### config.mk
export PLATFORM = sky130hd
export DESIGN_NAME = icmp_probe_reply_matcher
export DESIGN_NICKNAME = d
export VERILOG_FILES = /design/src/rtl/iprm_pkg.sv /design/src/rtl/icmp_probe_reply_matcher.sv
export VERILOG_INCLUDE_DIRS = /design/src /design/src/rtl
export SDC_FILE = /design/constraint.sdc
export NUM_CORES = 1
export LEC_CHECK = 0
export BUFFER_PORTS_ARGS = -buffer_cell sky130_fd_sc_hd__buf_2
export CAP_MARGIN = 20
export CORE_AREA = 2 2 163 165
export DETAILED_ROUTE_END_ITERATION = 10
export DIE_AREA = 0 0 165 167
export PLACE_DENSITY_LB_ADDON = 0.25
export SETUP_SLACK_MARGIN = 0.05
export SLEW_MARGIN = 20
export SYNTH_ARGS = -nofsm -noshare
export SYNTH_HDL_FRONTEND = slang
export SYNTH_SLANG_ARGS = --single-unit
### constraint.sdc
create_clock -name clock -period 8.8 [get_ports clock]
set_input_delay 0.44 -clock clock [delete_from_list [all_inputs] [get_ports clock]]
set_output_delay 0.44 -clock clock [all_outputs]
set_load 0.02 [all_outputs]
### src/rtl/assert_macros.svh
// Assertion helpers shared by the RTL.
`ifndef ASSERT_MACROS_SVH
`define ASSERT_MACROS_SVH

// Check on every clock edge outside reset.
`define ASSERT_ON_CLK(lbl, prop, msg) \
   lbl: assert property (@(posedge clock) disable iff (reset) prop) else $error(msg);

// Check on every clock edge, reset included.
`define ASSERT_ALWAYS(lbl, prop, msg) \
   lbl: assert property (@(posedge clock) prop) else $error(msg);

`endif

### src/rtl/iprm_pkg.sv
`default_nettype none

package iprm_pkg;

   localparam int MaxPacketBytesDefault = 2048;
   localparam int ProbesPerHopDefault   = 3;

   localparam logic [7:0] TypeEchoReply    = 8'd0;
   localparam logic [7:0] TypeTimeExceeded = 8'd11;

   localparam int IcmpHdrBytes  = 8;
   localparam int MinInnerBytes = 20;

   typedef enum logic [0:0] {
      CSR_PROBE_IDENT = 1'b0,
      CSR_HOP_LIMIT   = 1'b1
   } csr_index_type;

   typedef enum logic [2:0] {
      VERDICT_OK          = 3'd0,
      VERDICT_TOO_SHORT   = 3'd1,
      VERDICT_OTHER_TYPE  = 3'd2,
      VERDICT_ID_MISMATCH = 3'd3,
      VERDICT_HOP_MISMATCH = 3'd4,
      VERDICT_INDEX_LARGE = 3'd5
   } verdict_type;

   typedef enum logic [1:0] {
      KIND_ECHO_REPLY    = 2'd0,
      KIND_TIME_EXCEEDED = 2'd1,
      KIND_OTHER         = 2'd2
   } kind_type;

endpackage

`default_nettype wire

### src/rtl/icmp_probe_reply_matcher.sv
// Channel  Ports                                   Direction
// req      req_valid req_stall req_data_byte       in  (one packet byte per word)
//          req_last_byte
// rsp      rsp_valid rsp_stall rsp_accepted        out (one verdict word per packet)
//          rsp_verdict rsp_message_kind
//          rsp_sender_address rsp_probe_index
// csr      csr_write_enable csr_index csr_write_data  in
//
// One byte per cycle sustained while no verdict word is held; a byte word passes an input
// register and the packet state update in the next cycle. The verdict word is registered
// from the final byte in the input register.
// Reset is synchronous and active high; it clears packet state and restores the csr values.
// A stall on rsp holds a pending verdict; non-final bytes still advance, and a final
// byte waits in the input register, which then stalls req.
`default_nettype none

`include "assert_macros.svh"

module icmp_probe_reply_matcher
   import iprm_pkg::*;
#(
   parameter int MAX_PACKET_BYTES = MaxPacketBytesDefault,
   parameter int PROBES_PER_HOP   = ProbesPerHopDefault
) (
   input  wire logic        clock,
   input  wire logic        reset,
   input  wire logic        req_valid,
   output logic             req_stall,
   input  wire logic [7:0]  req_data_byte,
   input  wire logic        req_last_byte,
   output logic             rsp_valid,
   input  wire logic        rsp_stall,
   output logic             rsp_accepted,
   output logic [2:0]       rsp_verdict,
   output logic [1:0]       rsp_message_kind,
   output logic [31:0]      rsp_sender_address,
   output logic [7:0]       rsp_probe_index,
   input  wire logic        csr_write_enable,
   input  wire logic [0:0]  csr_index,
   input  wire logic [15:0] csr_write_data
);

   localparam int PosW = $clog2(MAX_PACKET_BYTES + 1);
   localparam int CmpW = (PosW > 9) ? PosW : 9;

   logic [15:0]     ident_ff;
   logic [7:0]      hop_ff;

   logic            in_vld_ff;
   logic [7:0]      in_byte_ff;
   logic            in_last_ff;

   logic [PosW-1:0] pos_ff, pos_in;
   logic [5:0]      outer_ff, outer_in;
   logic [5:0]      inner_ff, inner_in;
   logic [7:0]      mtype_ff, mtype_in;
   logic [15:0]     eid_ff, eid_in;
   logic [15:0]     eseq_ff, eseq_in;
   logic [31:0]     src_ff, src_in;

   logic            out_vld_ff;
   logic            out_acc_ff;
   verdict_type     out_verdict_ff;
   kind_type        out_kind_ff;
   logic [31:0]     out_src_ff;
   logic [7:0]      out_idx_ff;

   logic            out_free;
   logic            proc;
   logic            take;
   logic [CmpW-1:0] pos_c;
   logic [CmpW-1:0] len_c;
   logic [CmpW-1:0] outer_c;
   logic [CmpW-1:0] inner_c;
   logic [CmpW-1:0] base_c;
   logic            base_ok;
   logic [5:0]      nib4;
   logic [7:0]      idx;
   verdict_type     verdict;
   kind_type        kind;

   always_ff @(posedge clock) begin
      if (reset) begin
         ident_ff <= 16'd0;
         hop_ff   <= 8'd1;
      end else if (csr_write_enable) begin
         unique case (csr_index_type'(csr_index))
            CSR_PROBE_IDENT: ident_ff <= csr_write_data;
            CSR_HOP_LIMIT:   hop_ff   <= csr_write_data[7:0];
            default:         ;
         endcase
      end
   end

   assign out_free  = !out_vld_ff || !rsp_stall;
   assign proc      = in_vld_ff && (!in_last_ff || out_free);
   assign req_stall = in_vld_ff && !proc;

   always_ff @(posedge clock) begin
      if (reset) begin
         in_vld_ff <= 1'b0;
      end else if (req_valid && !req_stall) begin
         in_vld_ff <= 1'b1;
      end else if (proc) begin
         in_vld_ff <= 1'b0;
      end
   end

   always_ff @(posedge clock) begin
      if (req_valid && !req_stall) begin
         in_byte_ff <= req_data_byte;
         in_last_ff <= req_last_byte;
      end
   end

   always_comb begin
      take     = pos_ff < PosW'(MAX_PACKET_BYTES);
      pos_c    = CmpW'(pos_ff);
      nib4     = {in_byte_ff[3:0], 2'b00};
      outer_in = outer_ff;
      inner_in = inner_ff;
      mtype_in = mtype_ff;
      eid_in   = eid_ff;
      eseq_in  = eseq_ff;
      src_in   = src_ff;
      pos_in   = pos_ff;
      base_c   = '0;
      base_ok  = 1'b0;
      if (take) begin
         pos_in = pos_ff + PosW'(1);
         if (pos_c == CmpW'(0)) begin
            outer_in = nib4;
         end
         case (pos_c)
            CmpW'(12): src_in[31:24] = in_byte_ff;
            CmpW'(13): src_in[23:16] = in_byte_ff;
            CmpW'(14): src_in[15:8]  = in_byte_ff;
            CmpW'(15): src_in[7:0]   = in_byte_ff;
            default:   ;
         endcase
         if (pos_c == CmpW'(outer_in)) begin
            mtype_in = in_byte_ff;
         end
         if (pos_c == CmpW'(outer_in) + CmpW'(IcmpHdrBytes)) begin
            inner_in = nib4;
         end
         if (mtype_in == TypeEchoReply) begin
            base_c  = CmpW'(outer_in);
            base_ok = 1'b1;
         end else if (mtype_in == TypeTimeExceeded) begin
            base_c  = CmpW'(outer_in) + CmpW'(IcmpHdrBytes) + CmpW'(inner_in);
            base_ok = 1'b1;
         end
         if (base_ok) begin
            if (pos_c == base_c + CmpW'(4)) eid_in[15:8]  = in_byte_ff;
            if (pos_c == base_c + CmpW'(5)) eid_in[7:0]   = in_byte_ff;
            if (pos_c == base_c + CmpW'(6)) eseq_in[15:8] = in_byte_ff;
            if (pos_c == base_c + CmpW'(7)) eseq_in[7:0]  = in_byte_ff;
         end
      end
   end

   always_comb begin
      len_c   = CmpW'(pos_in);
      outer_c = CmpW'(outer_in);
      inner_c = CmpW'(inner_in);
      idx     = eseq_in[7:0];
      if (len_c <= outer_c) begin
         kind = KIND_OTHER;
      end else if (mtype_in == TypeEchoReply) begin
         kind = KIND_ECHO_REPLY;
      end else if (mtype_in == TypeTimeExceeded) begin
         kind = KIND_TIME_EXCEEDED;
      end else begin
         kind = KIND_OTHER;
      end
      if (len_c < outer_c + CmpW'(IcmpHdrBytes)) begin
         verdict = VERDICT_TOO_SHORT;
      end else if (kind == KIND_OTHER) begin
         verdict = VERDICT_OTHER_TYPE;
      end else if (kind == KIND_TIME_EXCEEDED &&
                   (len_c < outer_c + CmpW'(2 * IcmpHdrBytes + MinInnerBytes) ||
                    len_c < outer_c + inner_c + CmpW'(2 * IcmpHdrBytes))) begin
         verdict = VERDICT_TOO_SHORT;
      end else if (eid_in != ident_ff) begin
         verdict = VERDICT_ID_MISMATCH;
      end else if (eseq_in[15:8] != hop_ff) begin
         verdict = VERDICT_HOP_MISMATCH;
      end else if (idx >= 8'(PROBES_PER_HOP)) begin
         verdict = VERDICT_INDEX_LARGE;
      end else begin
         verdict = VERDICT_OK;
      end
   end

   always_ff @(posedge clock) begin
      if (reset) begin
         pos_ff   <= '0;
         outer_ff <= '0;
         inner_ff <= '0;
         mtype_ff <= '0;
         eid_ff   <= '0;
         eseq_ff  <= '0;
         src_ff   <= '0;
      end else if (proc) begin
         if (in_last_ff) begin
            pos_ff   <= '0;
            outer_ff <= '0;
            inner_ff <= '0;
            mtype_ff <= '0;
            eid_ff   <= '0;
            eseq_ff  <= '0;
            src_ff   <= '0;
         end else begin
            pos_ff   <= pos_in;
            outer_ff <= outer_in;
            inner_ff <= inner_in;
            mtype_ff <= mtype_in;
            eid_ff   <= eid_in;
            eseq_ff  <= eseq_in;
            src_ff   <= src_in;
         end
      end
   end

   always_ff @(posedge clock) begin
      if (reset) begin
         out_vld_ff <= 1'b0;
      end else if (proc && in_last_ff) begin
         out_vld_ff <= 1'b1;
      end else if (!rsp_stall) begin
         out_vld_ff <= 1'b0;
      end
   end

   always_ff @(posedge clock) begin
      if (proc && in_last_ff) begin
         out_acc_ff     <= (verdict == VERDICT_OK);
         out_verdict_ff <= verdict;
         out_kind_ff    <= kind;
         out_src_ff     <= src_in;
         out_idx_ff     <= (verdict == VERDICT_TOO_SHORT || verdict == VERDICT_OTHER_TYPE)
                           ? 8'd0 : idx;
      end
   end

   assign rsp_valid          = out_vld_ff;
   assign rsp_accepted       = out_acc_ff;
   assign rsp_verdict        = out_verdict_ff;
   assign rsp_message_kind   = out_kind_ff;
   assign rsp_sender_address = out_src_ff;
   assign rsp_probe_index    = out_idx_ff;

   `ASSERT_ALWAYS(a_rsp_clear_after_reset, $past(reset) |-> !rsp_valid,
      "verdict word valid right after reset")
   `ASSERT_ON_CLK(a_pos_saturates, pos_ff <= PosW'(MAX_PACKET_BYTES),
      "byte count ran past its limit")
   `ASSERT_ON_CLK(a_accept_matches_verdict,
      rsp_valid |-> (rsp_accepted == (rsp_verdict == VERDICT_OK)),
      "accepted flag disagrees with verdict")
   `ASSERT_ON_CLK(a_idx_zero_on_drop,
      rsp_valid && (rsp_verdict == VERDICT_TOO_SHORT || rsp_verdict == VERDICT_OTHER_TYPE)
      |-> rsp_probe_index == 8'd0,
      "probe index set on an early drop")
   `ASSERT_ON_CLK(a_last_waits_on_full_out,
      in_vld_ff && in_last_ff && rsp_valid && rsp_stall |=> $stable(in_byte_ff) && in_vld_ff,
      "final byte left the input register while the verdict word was held")

endmodule

`default_nettype wire
==> results.cfg, run 1 <==
[status]
status = complete, no violations

[routing]
vias = 8660
highest_layer = met4
dr_wl_met2_mm = 13.3
drt-initial-drc-count = 809
ant_nets = 0
met1_length_mm = 13.7
drt-wirelength-per-cell_um = 19.1
dr_wl_met3_mm = 1.62
finalWirelength_mm = 29.2
first_pass_iters = 6
vias_per_cell = 5.68
drc_errors = 0

[sta]
fmax_mhz = 124
slew_viol_final = 0
finalSetupTns_ns = 0
hold_viol = 0
setup_violations = 0
post-route-period-util = 0.917
rsz0062_at_grt = no
slew_headroom = 0.331
final.setup.worst_slack_ns = 0.733
period_needed_ns = 8.07
worstMarginPinSlew_ns = 0.994
fin_skew_ns = 0.0137

[placement]
place_congestion = 0.933
numPortBuffers = 78
post-place-ws_ns = 0.860
placed_area_mm2 = 0.0108
place_hpwl_mm = 20.7

[yosys]
synthArstFlopShare = 0
synth_common_cells = 141 x nor2_1, 122 x dfxtp_1, 99 x nand2_1
synth_top_family_by_area = compound AO/OA/AOI/OAI gates
syn-num-nets = 1219
ys_seq_area_frac = 0.402
ys_warn_count = 0
yosysTopAreaCell = dfxtp_1
yosys.area.top_type_share = 0.240
syn_inst = 1133
synthAdderAreaFrac = 0.0690
synth_compound_area_frac = 0.191
synth.avg_cell_area_um2 = 8.99
synth_edf_count = 55
synth_xor_area_frac = 0.0716
synth_top_flop_cell = dfxtp_1
ys_seq_elements = 177
yosys.area_share.simple = 0.181
syn_area_mm2 = 0.0102
synth_most_common_cell = nor2_1
synthMuxAreaShare = 0.0424
yosysUniqueCellTypes = 84
synth.area.top_cells = dfxtp_1 24%, edfxtp_1 16%, a22oi_1 6.7%

[hold_path]
worstHoldStart = req_data_byte[2]
hold_path_depth = 1
min_to = in_byte_ff[2]
hold_path.class = primary input to register

[power_and_ir_drop]
powerDensity_mw_per_mm2 = 165
power.leakage_nw = 4.55
irDropWorstVdd_mv = 0.0930

[layout]
antenna_cells = 0
fin_util = 0.444
fin_area_mm2 = 0.0114
area_delta_synth_final_pct = 12.3
drive_gt1_frac = 0.146
layout.nets = 1262

[clock_network]
cts_setup_buffers = 0
cts-buffers-inserted = 17
cts_resized = 0
cts_tree = done
clk_latency_ns = 0.44
cts_root_buffer = clkbuf_16
clkTransAtPathRegs_ns = 0.08
htree_num_levels = 4
hold_buffers = 0
clockBufferDepth = 2
numClockSinks = 177

[floorplanning]
io_pins = 79
die-area_mm2 = 0.0276
die_w_um = 165
fp.dieH_um = 167
start_util = 0.395
core_area_mm2 = 0.0258
rows = 59

[worst_setup_path]
worstReg2RegEnd = rsp_verdict[1]
critical_path_class = register to register
arrival_ns = 8.25
cpMaxStageDelayCell = or4_1
ff2ff_setup_slack_ns = 0.73
crit_path_end_kind = register
ff2ff_path_depth = 26
cp_top_family = simple AND/OR/NAND/NOR gates
critical_path_depth = 26
worst-path-max-fanout = 15
critical_path.most_common_cell = ha_1
critPathRequiredTime_ns = 8.99
cp.buffers_inverters = 2
start_kind = register
critPathMaxStageDelay_ns = 0.76
worstReg2RegStart = pos_c[0]

[grt]
grt_pass1_vias = 8123
track_usage = 0.215
grt_overflow = 0
antenna_found_initial = 1
grt_first_pass_wirelength_mm = 45.9
grt_max_degree = 68

[run]
maxCapViolCount = 0
cells by family (layout without fill, tap and decap cells):
kind of cell,Yosys count,after routing
buffers and inverters,116,172
AND/OR/NAND/NOR,389,389
flip-flops,177,177
AO/OA/AOI/OAI,277,277
XOR/XNOR,80,80
adder cells (fa/ha/maj),55,55
multiplexers,39,39
power by group:
| group | internal, mW | total (mW) | switching, mW |
|---|---|---|---|
| clock | 0.404 | 0.770 | 0.366 |
| sequential | 0.853 | 0.868 | 0.0157 |
| combinational | 0.0837 | 0.244 | 0.160 |
worst max path at each step:
stage                     startpoint              to  slack [ns]
after floorplan             pos_c[0]  rsp_verdict[1]        1.39
after global placement      pos_c[0]  rsp_verdict[1]        1.03
after detailed placement    pos_c[0]  rsp_verdict[1]        0.86
after CTS                   pos_c[0]  rsp_verdict[1]        0.81
after global routing        pos_c[1]  rsp_verdict[2]        0.22
final                       pos_c[0]  rsp_verdict[1]        0.73
layer usage:
layer | up-vias | global-route usage
met4 | 0 | 0.0597
li1 | 4164 | -
met5 | - | 0
met2 | 278 | 0.332
met1 | 4168 | 0.312
met3 | 50 | 0.0306
layout by cell type (no fill, tap or decap), drive strengths merged, types with 4 or more instances in the layout:
master,instances
inv,56
a31oi,7
nand2b,12
nor3,20
xor2,34
a21o,13
xnor2,45
a211oi,7
nand2,99
nand4,10
nand3,40
nor2,141
mux2i,15
a2111oi,5
nor2b,10
o21a,6
a221oi,5
mux2,24
clkinv,9
buf,89
o22ai,7
nor4,8
or3,4
dfxtp,122
o211ai,4
clkbuf,17
o21ai,42
edfxtp,55
and3,7
or4,7
a22o,4
and2,17
a22oi,92
a21oi,58
ha,53
per-stage QoR:
stage	power, mW	std cells	hold slack [ns]
6_report	1.88	1524	0.178
5_1_grt	1.95	1524	0.172
4_1_cts	1.89	1524	0.172
3_5_place_dp	1.13	1492	0.460
3_3_place_gp	1.13	1492	0.447
2_1_floorplan	1.05	1133	0.435
flip-flops by register name (all words and copies together), names as in the netlist, 3 cells and up:
| name | cells |
|---|---|
| rsp_probe_index | 8 |
| src_ff | 32 |
| ident_ff | 16 |
| hop_ff | 8 |
| in_byte_ff | 8 |
| rsp_verdict | 3 |
| inner_ff | 6 |
| pos_c | 12 |
| outer_ff | 6 |
| eseq_ff | 16 |
| rsp_sender_address | 32 |
| eid_ff | 16 |
| mtype_ff | 8 |
worst register-to-register path, cell delays in order, from the launching register on:
cell      delay [ns]
dfxtp_1         0.41
inv_1           0.15
ha_1            0.20
or3b_2          0.51
nor4_4          0.22
buf_4           0.22
mux2_2          0.45
ha_1            0.26
xor2_1          0.16
nor3_1          0.15
a31oi_1         0.06
or4_1           0.76
mux2_2          0.37
ha_1            0.31
or2_2           0.29
and3_1          0.23
nor4_1          0.42
a31oi_1         0.10
mux2i_2         0.37
ha_1            0.33
xor2_1          0.18
nand4_1         0.18
a211oi_4        0.37
mux2_2          0.39
a221oi_2        0.26
nand4_1         0.23
a21o_1          0.23
final cells by class:
cell class / instances / area [µm²]
Tap cell: 335 / 419
Clock inverter: 15 / 168
Clock buffer: 17 / 425
Fill cell: 2505 / 14300
Sequential cell: 177 / 4090
Inverter: 51 / 191
Multi-Input combinational cell: 840 / 5670
Timing Repair Buffer: 89 / 475
Power figures use the tool's default switching activity.
==> run 2: changes to the inputs <==
--- a/config.mk
+++ b/config.mk
@@ -6,11 +6,11 @@
 export SDC_FILE = /design/constraint.sdc
 export NUM_CORES = 1
 export LEC_CHECK = 0
-export BUFFER_PORTS_ARGS = -buffer_cell sky130_fd_sc_hd__buf_2
 export CAP_MARGIN = 20
 export CORE_AREA = 2 2 163 165
 export DETAILED_ROUTE_END_ITERATION = 10
 export DIE_AREA = 0 0 165 167
+export DONT_BUFFER_PORTS = 1
 export PLACE_DENSITY_LB_ADDON = 0.25
 export SETUP_SLACK_MARGIN = 0.05
 export SLEW_MARGIN = 20
==> run 2 against run 1 <==
  * Global-route usage is 0.46 points lower
  * Wire length is 1.3% lower
  * First-iteration DRC count is 2.7% higher
  * Final cell count is 5.2% lower
  * Worst setup slack better by 0.051 ns
  * Critical path depth is 1 higher
  * Largest cell class unchanged
==> results.cfg, run 2 (synthesis results as in run 1) <==
[status]
status = complete, no violations

[placement]
numPortBuffers = 0
place_hpwl_mm = 20.1
place_congestion = 0.985
post-place-ws_ns = 0.951

[floorplanning]
start_util = 0.395
io_pins = 79
core_area_mm2 = 0.0258
die-area_mm2 = 0.0276
die_w_um = 165
rows = 59
fp.dieH_um = 167

[grt]
grt_first_pass_wirelength_mm = 44.6
grt_overflow = 0
grt_use_met2 = 0.324
use_met1 = 0.301
grt_most_used_layer = met2
grt_max_degree = 121
track_usage = 0.211
grt_pass1_vias = 7749
met3_usage = 0.0316
antenna_found_initial = 0

[sta]
finalSetupTns_ns = 0
setup_violations = 0
slew_viol_final = 0
final.setup.worst_slack_ns = 0.784
post-route-period-util = 0.911
period_needed_ns = 8.02
slew_headroom = 0.349
hold_viol = 0
fmax_mhz = 125
hold_ws_ns = 0.0740
worstMarginPinSlew_ns = 0.967
rsz0062_at_grt = no
fin_skew_ns = 0.0133

[routing]
drt-initial-drc-count = 831
vias_per_cell = 5.78
vias = 8355
ant_nets = 0
first_pass_iters = 5
finalWirelength_mm = 28.8
drt-wirelength-per-cell_um = 19.9
drc_errors = 0

[power_and_ir_drop]
powerDensity_mw_per_mm2 = 168
irDropWorstVdd_mv = 0.141
power.leakage_nw = 4.22

[clock_network]
cts_tree = done
cts_root_buffer = clkbuf_16
cts-buffers-inserted = 17
clkTransAtPathRegs_ns = 0.08
numClockSinks = 177
cts_setup_buffers = 0
cts_resized = 0
htree_num_levels = 4
hold_buffers = 0
clk_latency_ns = 0.44
clockBufferDepth = 2

[run]
maxCapViolCount = 0

[layout]
area_delta_synth_final_pct = 8.55
drive_gt1_frac = 0.0865
antenna_cells = 0
final_common_cell = nor2_1
fin_util = 0.429
fill_cells = 2472
final_cell_mix = 139 x nor2_1, 122 x dfxtp_1, 98 x nand2_1
layout.nets = 1183

[worst_setup_path]
critPathRequiredTime_ns = 8.99
critical_path.most_common_cell = ha_1
critPathMaxStageDelay_ns = 0.75
start_kind = register
cp-startpoint = pos_c[0]
worst-path-max-fanout = 15
critical_path_class = register to register
cpMaxStageDelayCell = or4_1
worstReg2RegStart = pos_c[0]
arrival_ns = 8.21
crit_path_end_kind = register

[hold_path]
hold_path.class = primary input to register
worstHoldStart = reset
## run 2: cell types whose count changed in the layout (fill, tap and decap cells not counted), sizes merged
cell and change:
buf -79, bufinv -1, clkinv -1, clkinvlp +3, inv -1
## run 2: worst paths after layout
path	depth (start not counted)	endpoint	slack, ns
worst max-delay path	27	rsp_verdict[1]	0.78
worst min-delay path	1	hop_ff[6]	0.07
worst min register to register	2	ident_ff[15]	0.45
worst max register to register	27	rsp_verdict[1]	0.78
## run 2: power by group
part           switching (mW)  leakage [nW]  total [mW]  internal, mW
registers              0.0238          1.51       0.877         0.853
logic                   0.139          2.42       0.215        0.0753
clock network           0.385         0.285       0.771         0.386
total                   0.548          4.22        1.86          1.31
## run 2: routing by layer
| metal | up-vias | wire, µm | share of wire |
|---|---|---|---|
| met5 | - | 0 | 0 |
| met4 | 0 | 691 | 0.024 |
| met3 | 47 | 1670 | 0.058 |
| met2 | 306 | 12800 | 0.45 |
| met1 | 4000 | 13600 | 0.47 |
| li1 | 4002 | - | - |
## run 2: layout make-up
| cell class | instances | area [µm²] | share of cell area |
|---|---|---|---|
| well taps | 335 | 419 | 0.0379 |
| flip-flops and latches | 177 | 4090 | 0.370 |
| repair buffers | 10 | 75.1 | 0.00679 |
| inverters | 51 | 191 | 0.0173 |
| multi-input cells | 840 | 5670 | 0.513 |
| clock buffers | 17 | 425 | 0.0385 |
| clock inverters | 15 | 183 | 0.0165 |
## run 2: metrics by stage
stage	cell area (µm²)	total power, mW	cells
3_5_place_dp	10400	1.11	1413
5_1_grt	11100	1.93	1445
4_1_cts	11100	1.87	1445
6_report	11100	1.86	1445
3_3_place_gp	10400	1.11	1413
2_1_floorplan	10200	1.05	1133
## run 2: worst max-delay path: cells and delay by family, from the launching register on
| kind | cells | cell delay, ns |
|---|---|---|
| simple gates | 7 | 2.43 |
| xor+xnor | 3 | 0.66 |
| flops | 1 | 0.43 |
| buf+inv | 2 | 0.37 |
| compound gates | 8 | 1.72 |
| mux | 3 | 1.06 |
| fa+ha+maj | 4 | 1.08 |
